<file path="src/rtl/jilq_pkg.sv">
// Package for the just-intonation lattice quantizer.
// Holds the state encoding, the lattice limits and the prime log constants.
// No dependencies.
`default_nettype none
package jilq_pkg;
  localparam int unsigned MaxPoints = 4096;
  localparam int unsigned NumPrimes = 8;
  localparam int unsigned LimW = 5;
  localparam int unsigned LogW = 23;
  localparam int unsigned ValW = 36;
  localparam int unsigned CntW = $clog2(MaxPoints + 2);
  localparam int unsigned IdxW = 4;

  // log2 of 2, 3, 5, 7, 11, 13, 17 and 19 with 20 fraction bits.
  localparam logic [LogW-1:0] LogC [NumPrimes] = '{
    23'd1048576, 23'd1661954, 23'd2434718, 23'd2943725,
    23'd3627477, 23'd3880192, 23'd4286015, 23'd4454275
  };

  localparam logic [LimW-1:0] LimitReset [NumPrimes] = '{
    5'd10, 5'd2, 5'd1, 5'd0, 5'd0, 5'd0, 5'd0, 5'd0
  };

  typedef enum logic [2:0] {
    ST_INIT, ST_IDLE, ST_CNT, ST_WR, ST_RD, ST_SEARCH, ST_OUT
  } state_e;
endpackage
`default_nettype wire

</file>
<file path="src/rtl/jilq_ram.sv">
// Generic single-write, single-read synchronous RAM with registered read data.
// No dependencies.
`default_nettype none
module jilq_ram #(
  parameter int unsigned Width = 8,
  parameter int unsigned Depth = 8
) (
  input  wire logic                     clk_i,
  input  wire logic                     we_i,
  input  wire logic [$clog2(Depth)-1:0] waddr_i,
  input  wire logic [Width-1:0]         wdata_i,
  input  wire logic [$clog2(Depth)-1:0] raddr_i,
  output logic      [Width-1:0]         rdata_o
);
  logic [Width-1:0] mem [Depth];

  always_ff @(posedge clk_i) begin
    if (we_i) begin
      mem[waddr_i] <= wdata_i;
    end
    rdata_o <= mem[raddr_i];
  end
endmodule
`default_nettype wire

</file>
<file path="src/rtl/just_intonation_lattice_quantizer_unit.sv">
// Top level of the just-intonation lattice quantizer.
// Depends on jilq_pkg and jilq_ram.
//
// After reset the block loads the default limits into its limit memory and
// takes no word then. Each word then passes through a check of the configured
// point count, a copy of the limits when they fit, a read-back of the active
// limits, a search that visits one lattice point per cycle (the product of
// 2*limit+1, at most 4096), which a first-channel word skips, and the
// hand-over of the result; no new word is taken until it is handed over.
`default_nettype none
module just_intonation_lattice_quantizer_unit (
  input  wire logic                         clk_i,
  input  wire logic                         rst_ni,
  input  wire logic                         cfg_valid_i,
  output logic                              cfg_ready_o,
  input  wire logic [jilq_pkg::IdxW-1:0]    cfg_index_i,
  input  wire logic [jilq_pkg::LimW-1:0]    cfg_data_i,
  input  wire logic                         in_valid_i,
  output logic                              in_stall_o,
  input  wire logic signed [31:0]           reference_pitch_i,
  input  wire logic signed [31:0]           channel_pitch_i,
  input  wire logic                         is_first_channel_i,
  output logic                              out_valid_o,
  input  wire logic                         out_stall_i,
  output logic signed [31:0]                tuned_pitch_o,
  output logic [19:0]                       interval_fraction_o,
  output logic                              lattice_overflow_o
);
  localparam int unsigned NP = jilq_pkg::NumPrimes;
  localparam int unsigned VW = jilq_pkg::ValW;
  localparam int unsigned CW = jilq_pkg::CntW;
  localparam int unsigned LW = jilq_pkg::LimW;
  localparam int unsigned AW = $clog2(NP);
  localparam logic [jilq_pkg::IdxW-1:0] IdxLimit = jilq_pkg::IdxW'(NP);

  jilq_pkg::state_e state_q, state_d;
  logic [AW:0]            k_q, k_d;
  logic [LW-1:0]          cfg_q [NP];
  logic [CW-1:0]          cnt_q, cnt_d;
  logic                   ovf_q, ovf_d;
  logic signed [31:0]     ref_q, ref_d;
  logic signed [VW-1:0]   tgt_q, tgt_d;
  logic                   first_q, first_d;
  logic [LW-1:0]          lim_q [NP];
  logic [LW-1:0]          lim_d [NP];
  logic signed [VW-1:0]   delta_q [NP];
  logic signed [VW-1:0]   delta_d [NP];
  logic signed [VW-1:0]   pacc_q, pacc_d;
  logic [CW-1:0]          acnt_q, acnt_d;
  logic [LW:0]            u_q [NP];
  logic [LW:0]            u_d [NP];
  logic signed [VW-1:0]   v_q, v_d;
  logic signed [VW-1:0]   best_q, best_d;
  logic [VW-1:0]          bestd_q, bestd_d;
  logic [CW-1:0]          it_q, it_d;
  logic                   out_valid_q;
  logic signed [31:0]     tuned_q;
  logic [19:0]            frac_q;
  logic                   ovf_out_q;
  logic                   out_load;
  logic signed [31:0]     tuned_c;
  logic [19:0]            frac_c;

  logic                   ram_we;
  logic [AW-1:0]          ram_waddr, ram_raddr;
  logic [LW-1:0]          ram_wdata, ram_rdata;

  jilq_ram #(.Width(LW), .Depth(NP)) u_lim_ram (
    .clk_i   (clk_i),
    .we_i    (ram_we),
    .waddr_i (ram_waddr),
    .wdata_i (ram_wdata),
    .raddr_i (ram_raddr),
    .rdata_o (ram_rdata)
  );

  assign cfg_ready_o = 1'b1;

  always_ff @(posedge clk_i or negedge rst_ni) begin
    if (!rst_ni) begin
      for (int i = 0; i < NP; i++) begin
        cfg_q[i] <= jilq_pkg::LimitReset[i];
      end
    end else if (cfg_valid_i && cfg_index_i < IdxLimit) begin
      cfg_q[cfg_index_i[AW-1:0]] <= cfg_data_i;
    end
  end

  logic [CW+LW:0]         cmul;
  logic [LW+jilq_pkg::LogW-1:0] prod;
  logic [CW+LW:0]         amul;
  logic signed [VW-1:0]   dv;
  logic [VW-1:0]          dabs;
  logic                   carry;
  logic [AW-1:0]          sel;
  logic signed [VW-1:0]   sum_c;
  logic [AW-1:0]          j;

  always_comb begin
    state_d = state_q;
    k_d = k_q;
    cnt_d = cnt_q;
    ovf_d = ovf_q;
    ref_d = ref_q;
    tgt_d = tgt_q;
    first_d = first_q;
    lim_d = lim_q;
    delta_d = delta_q;
    pacc_d = pacc_q;
    acnt_d = acnt_q;
    u_d = u_q;
    v_d = v_q;
    best_d = best_q;
    bestd_d = bestd_q;
    it_d = it_q;
    in_stall_o = 1'b1;
    out_load = 1'b0;
    ram_we = 1'b0;
    ram_waddr = k_q[AW-1:0];
    ram_wdata = cfg_q[k_q[AW-1:0]];
    ram_raddr = k_q[AW-1:0];
    j = AW'(k_q - 1'b1);
    cmul = cnt_q * ({cfg_q[k_q[AW-1:0]], 1'b1});
    prod = ram_rdata * jilq_pkg::LogC[j];
    amul = acnt_q * ({ram_rdata, 1'b1});
    dv = v_q - tgt_q;
    dabs = dv[VW-1] ? VW'(-dv) : VW'(dv);
    carry = 1'b1;
    sel = '0;
    for (int i = 0; i < NP; i++) begin
      if (carry) begin
        if (u_q[i] < {lim_q[i], 1'b0}) begin
          u_d[i] = u_q[i] + 1'b1;
          carry = 1'b0;
          sel = AW'(i);
        end else begin
          u_d[i] = '0;
        end
      end
    end
    case (state_q)
      jilq_pkg::ST_INIT: begin
        ram_we = 1'b1;
        ram_wdata = jilq_pkg::LimitReset[k_q[AW-1:0]];
        k_d = k_q + 1'b1;
        if (k_q == (AW+1)'(NP - 1)) begin
          k_d = '0;
          state_d = jilq_pkg::ST_IDLE;
        end
      end
      jilq_pkg::ST_IDLE: begin
        in_stall_o = 1'b0;
        if (in_valid_i) begin
          ref_d = reference_pitch_i;
          tgt_d = VW'(channel_pitch_i) - VW'(reference_pitch_i);
          first_d = is_first_channel_i;
          cnt_d = CW'(1);
          acnt_d = CW'(1);
          pacc_d = '0;
          k_d = '0;
          state_d = jilq_pkg::ST_CNT;
        end
      end
      jilq_pkg::ST_CNT: begin
        cnt_d = (cmul > (CW+LW+1)'(jilq_pkg::MaxPoints)) ?
                CW'(jilq_pkg::MaxPoints + 1) : CW'(cmul);
        k_d = k_q + 1'b1;
        if (k_q == (AW+1)'(NP - 1)) begin
          k_d = '0;
          ovf_d = (cnt_d > CW'(jilq_pkg::MaxPoints));
          state_d = ovf_d ? jilq_pkg::ST_RD : jilq_pkg::ST_WR;
        end
      end
      jilq_pkg::ST_WR: begin
        ram_we = 1'b1;
        k_d = k_q + 1'b1;
        if (k_q == (AW+1)'(NP - 1)) begin
          k_d = '0;
          state_d = jilq_pkg::ST_RD;
        end
      end
      jilq_pkg::ST_RD: begin
        k_d = k_q + 1'b1;
        if (k_q != '0) begin
          lim_d[j] = ram_rdata;
          delta_d[j] = VW'(jilq_pkg::LogC[j]) - pacc_q;
          pacc_d = pacc_q + VW'({prod, 1'b0});
          acnt_d = CW'(amul);
        end
        if (k_q == (AW+1)'(NP)) begin
          v_d = -(pacc_d >>> 1);
          it_d = '0;
          for (int i = 0; i < NP; i++) begin
            u_d[i] = '0;
          end
          state_d = first_q ? jilq_pkg::ST_OUT : jilq_pkg::ST_SEARCH;
        end
      end
      jilq_pkg::ST_SEARCH: begin
        if (it_q == '0 || dabs < bestd_q || (dabs == bestd_q && v_q > best_q)) begin
          best_d = v_q;
          bestd_d = dabs;
        end
        v_d = v_q + delta_q[sel];
        it_d = it_q + 1'b1;
        if (it_q == acnt_q - 1'b1) begin
          state_d = jilq_pkg::ST_OUT;
        end
      end
      jilq_pkg::ST_OUT: begin
        if (!out_valid_q || !out_stall_i) begin
          out_load = 1'b1;
          state_d = jilq_pkg::ST_IDLE;
        end
      end
      default: begin
        state_d = jilq_pkg::ST_IDLE;
      end
    endcase
  end

  always_comb begin
    sum_c = VW'(ref_q) + best_q;
    if (sum_c > VW'(33'sh0_7FFF_FFFF)) begin
      tuned_c = 32'sh7FFF_FFFF;
    end else if (sum_c < -VW'(33'sh0_8000_0000)) begin
      tuned_c = 32'sh8000_0000;
    end else begin
      tuned_c = sum_c[31:0];
    end
    frac_c = best_q[19:0];
    if (first_q) begin
      tuned_c = ref_q;
      frac_c = '0;
    end
  end

  always_ff @(posedge clk_i or negedge rst_ni) begin
    if (!rst_ni) begin
      state_q <= jilq_pkg::ST_INIT;
      k_q <= '0;
      out_valid_q <= 1'b0;
      ovf_q <= 1'b0;
    end else begin
      state_q <= state_d;
      k_q <= k_d;
      ovf_q <= ovf_d;
      if (out_load) begin
        out_valid_q <= 1'b1;
      end else if (!out_stall_i) begin
        out_valid_q <= 1'b0;
      end
    end
  end

  always_ff @(posedge clk_i) begin
    cnt_q <= cnt_d;
    ref_q <= ref_d;
    tgt_q <= tgt_d;
    first_q <= first_d;
    lim_q <= lim_d;
    delta_q <= delta_d;
    pacc_q <= pacc_d;
    acnt_q <= acnt_d;
    u_q <= u_d;
    v_q <= v_d;
    best_q <= best_d;
    bestd_q <= bestd_d;
    it_q <= it_d;
    if (out_load) begin
      tuned_q <= tuned_c;
      frac_q <= frac_c;
      ovf_out_q <= ovf_q;
    end
  end

  assign out_valid_o = out_valid_q;
  assign tuned_pitch_o = tuned_q;
  assign interval_fraction_o = frac_q;
  assign lattice_overflow_o = ovf_out_q;

  a_search_bound: assert property (@(posedge clk_i) disable iff (!rst_ni)
    state_q == jilq_pkg::ST_SEARCH |-> it_q < acnt_q)
    else $error("search ran past the point count");
  a_no_write_on_ovf: assert property (@(posedge clk_i) disable iff (!rst_ni)
    state_q == jilq_pkg::ST_WR |-> !ovf_q)
    else $error("limits written despite overflow");
  a_accept_busy: assert property (@(posedge clk_i) disable iff (!rst_ni)
    in_valid_i && !in_stall_o |=> state_q == jilq_pkg::ST_CNT)
    else $error("accepted word did not start the count check");
  a_load_free: assert property (@(posedge clk_i) disable iff (!rst_ni)
    out_load |-> !out_valid_q || !out_stall_i)
    else $error("result overwrote a waiting word");
endmodule
`default_nettype wire

</file>
<file path="config.mk">
export PLATFORM = sky130hd
export DESIGN_NAME = just_intonation_lattice_quantizer_unit
export DESIGN_NICKNAME = d
export VERILOG_FILES = /design/src/rtl/jilq_pkg.sv /design/src/rtl/jilq_ram.sv /design/src/rtl/just_intonation_lattice_quantizer_unit.sv
export SDC_FILE = /design/constraint.sdc
export NUM_CORES = 2
export LEC_CHECK = 0
export BUFFER_PORTS_ARGS = -buffer_cell sky130_fd_sc_hd__buf_2
export CAP_MARGIN = 20
export CORE_ASPECT_RATIO = 1.2
export CORE_UTILIZATION = 55
export CTS_BUF_LIST = sky130_fd_sc_hd__clkbuf_2
export DETAILED_ROUTE_END_ITERATION = 6
export HOLD_SLACK_MARGIN = 0.02
export PLACE_DENSITY = 0.8
export SLEW_MARGIN = 20
export SYNTH_ARGS = -nofsm -noshare
export SYNTH_HDL_FRONTEND = slang
export SYNTH_HIERARCHICAL = 1
export SYNTH_SLANG_ARGS = --single-unit
</file>
<file path="constraint.sdc">
create_clock -name clk_i -period 12.85 [get_ports clk_i]
set_input_delay 1.285 -clock clk_i [delete_from_list [all_inputs] [get_ports clk_i]]
set_output_delay 1.285 -clock clk_i [all_outputs]
set_load 0.02 [all_outputs]
</file>
==> impl_results.md <==
* Worst-path clk slew at 0.11 ns
* Placed Area at 53800 sq um
* GRT Util Overall at 26.5%
* CTS HTree Levels at 4
* Initial core utilization at 55.8%
* Number of flops mapped to enable cells by yosys at 669
* I/O pin count at 135
* CTS max path bufs at 3
* Fin. Hold Viols at 0
* Clock root cell: clkbuf_2
* DP Cell Count at 6396
* Post-CTS Resized at 0
* Asr flop ratio synth at 6.36%
* Die Y at 338 um
* Post-CTS Setup Bufs at 0
* HPWL Detailed at 88800 um
* Ys Warns at 6
* Proportion of synthesized chip area in sequential cells at 43.2%
* Max cap viols at 0
* Mapped Nets at 5761
* CTS Buf Count at 189
* TritonCTS clock tree: yes
* CP peak stage delay at 0.68 ns
* Remaining DRCs at 0
* Pre-antenna DRT Iters at 5
* RSZ-0062 raised after global routing: no
* Via density at 5.80
* Most Frequent Cell on Critical Path: o21ai_0
* Vias in the first global route at 39337
* Die area at 95400 sq um
* Initial antenna violation count at 2
* CP Launch Type: register
* Setup TNS at 0 ns
* CP max stage cell: o21ai_0
* # setup viols final at 0
* WL final at 127000 um
* Via count at 39417
* Rows at 122
* First-pass GRT wire length at 201000 um
* Clock Latency Late Sink at 1.57 ns
* Worst Path Required at 13.98 ns
* Cell Area, Synth at 51800 sq um
* Total core area at 92800 sq um
* Status: complete, no violations
* Critical path arrival at 11.62 ns
* Grt total ovfl at 0
* Routability congestion estimate at 0.946
* Fmax at 95.4 MHz
* Post-route cell area at 56200 sq um
* WHS at 0.227 ns
* Final Cycle Share at 81.6%
* Die width at 282 um
* # fillers at 7629
* Gr busiest metal: met2
* Crit path time final at 10.48 ns
* Post-synthesis register bit count at 771
* Clk sink count at 771
* Nets at 6009
* Worst path bufs/invs at 4
* Synth Flop Type: edfxtp_1
* Synth Instances at 5140
* Worst slew margin at 29.2%
* Met2 Resource Use GR at 46.2%
* Share of cells above drive strength 1 at 11.4%
* Area growth syn-to-layout at 8.47%
* Avg Synthesized Cell Area at 10.1 sq um
* GR met1 Demand/Resource at 31.5%
* Wire per inst at 18.7 um
* DRT iter0 DRCs at 2552
* Finished Layout Cells at 6791
* Antenna Nets Post-Route at 0
* Setup crit end kind: register
* Clock skew at 0.172 ns
* PortBufs at 133
* M3 GR Usage at 4.34%
* Crit Path Category: register to register
* Max FO, Critical Path at 16
* Hold WC Path Type: primary input to register
* Synth cell types at 113
* Largest net degree at the start of global routing at 82
* Max Slew Vio Count at 0
* CP delay by family, top: compound AO/OA/AOI/OAI gates
* Slew @ Worst Pin at 1.05 ns
## cells in the mapped netlist, types with 9 or more instances
library cell,number,area [sq um]
o21a_1,56,420
dfxtp_1,53,1060
mux4_2,10,225
buf_2,14,70.1
nor4_1,19,119
mux2_2,52,586
nand2_1,607,2280
edfxtp_1,669,20100
nor2b_1,65,407
nor2_1,348,1310
a31oi_1,32,200
nand2b_1,48,300
mux2i_1,24,240
o21ai_0,176,881
o21bai_1,32,240
xnor2_1,195,1710
o211ai_1,18,135
mux4_1,10,263
fa_1,147,2940
o31ai_1,19,143
ha_1,395,4940
a21oi_1,345,1730
nor3b_1,17,128
nand3b_1,18,135
nor3_1,61,305
o21ai_1,27,135
or2_2,13,81.3
a21o_1,115,863
nand4_1,51,319
inv_1,492,1850
and3_1,53,332
or3_1,29,181
clkbuf_1,127,477
a21boi_0,9,67.6
and2_1,125,782
dfrtp_1,45,1130
a211oi_1,27,203
nand3_1,269,1350
xor2_1,124,1090
## sequential cells by signal, summed over array words and instances (netlist names), 4 cells and up
| signal | cells |
|---|---|
| acnt_q | 12 |
| best_q | 36 |
| bestd_q | 36 |
| cfg_q | 40 |
| cnt_q | 13 |
| delta_q | 288 |
| interval_fraction_o | 20 |
| it_q | 13 |
| k_q | 4 |
| lim_q | 40 |
| pacc_q | 36 |
| ref_q | 32 |
| tgt_q | 33 |
| tuned_pitch_o | 32 |
| u_lim_ram/mem | 40 |
| u_lim_ram/rdata_o | 5 |
| u_q | 48 |
| v_q | 36 |
## cell families after synthesis
logic type / after synthesis / share of synthesized area (%)
XOR/XNOR: 319 / 5.39
AO/OA/AOI/OAI: 987 / 12.3
AND/OR/NAND/NOR: 1774 / 16.5
multiplexers: 97 / 2.56
buffers and inverters: 649 / 4.79
adder cells (fa/ha/maj): 542 / 15.2
flip-flops: 771 / 43.2
other: 1 / 0.00724
## layout by cell type (no fill, tap or decap), types with 56 or more instances in the layout
| cell type | synthesis | layout |
|---|---|---|
| nor2_1 | 348 | 347 |
| fa_1 | 147 | 147 |
| buf_2 | 14 | 132 |
| edfxtp_1 | 669 | 669 |
| nand3_1 | 269 | 269 |
| nand2_1 | 607 | 604 |
| a21oi_1 | 345 | 344 |
| a21o_1 | 115 | 115 |
| clkbuf_2 | 1 | 266 |
| o21ai_0 | 176 | 176 |
| xor2_1 | 124 | 124 |
| o21a_1 | 56 | 56 |
| and2_1 | 125 | 125 |
| nor2b_1 | 65 | 65 |
| nor3_1 | 61 | 59 |
| inv_1 | 492 | 491 |
| xnor2_1 | 195 | 195 |
| ha_1 | 395 | 395 |
## stage by stage
step / worst slack, ns / util (%)
CTS: 2.56 / 60.5
detailed placement: 2.74 / 58.0
floorplan: 3.16 / -
global placement: 2.93 / 58.0
global route: 1.70 / 60.5
finish: 2.37 / 60.6
## cell type report
cell class / instances / area (sq um) / share of cell area, %
multi-input combinational: 3720 / 27100 / 48.2
sequential: 771 / 22400 / 39.8
inverter: 493 / 1850 / 3.29
tap: 1240 / 1550 / 2.76
timing repair buffer: 213 / 1380 / 2.46
clock buffer: 266 / 1330 / 2.37
clock inverter: 82 / 613 / 1.09
antenna: 6 / 15.0 / 0.0267
## worst min-delay path, cell delays in order
cell and delay [ns]:
buf_2 0.08, ha_1 0.15, xnor2_1 0.12
## metal layers
metal  part of all wire, %  routed length [um]
met4                   4.4                5590
met5                     0                   0
met2                    50               63200
met3                   6.3                7990
met1                    39               50100
## repair_timing
| item | 4_1_cts | 5_1_grt |
|---|---|---|
| endpoints found under the hold margin | 114 | 0 |
| endpoints found under the setup margin | 0 | 0 |
| hold buffers | 40 | 0 |
## final timing paths
path / from / to / slack (ns) / cells after the start
max: k_q[0] / v_q[34] / 2.37 / 35
min: channel_pitch_i[4] / tgt_q[4] / 0.23 / 3
max in group asynchronous: rst_ni / cfg_q[19] / 12.07 / 2
max reg2reg: k_q[0] / v_q[34] / 2.37 / 35
min in group asynchronous: rst_ni / k_q[3] / 0.27 / 2
min reg2reg: u_q[42] / u_q[42] / 0.46 / 1
Power is left out: the tool's default activity adds up to more than one toggle a clock period on the data nets, which glitch-free logic cannot reach.
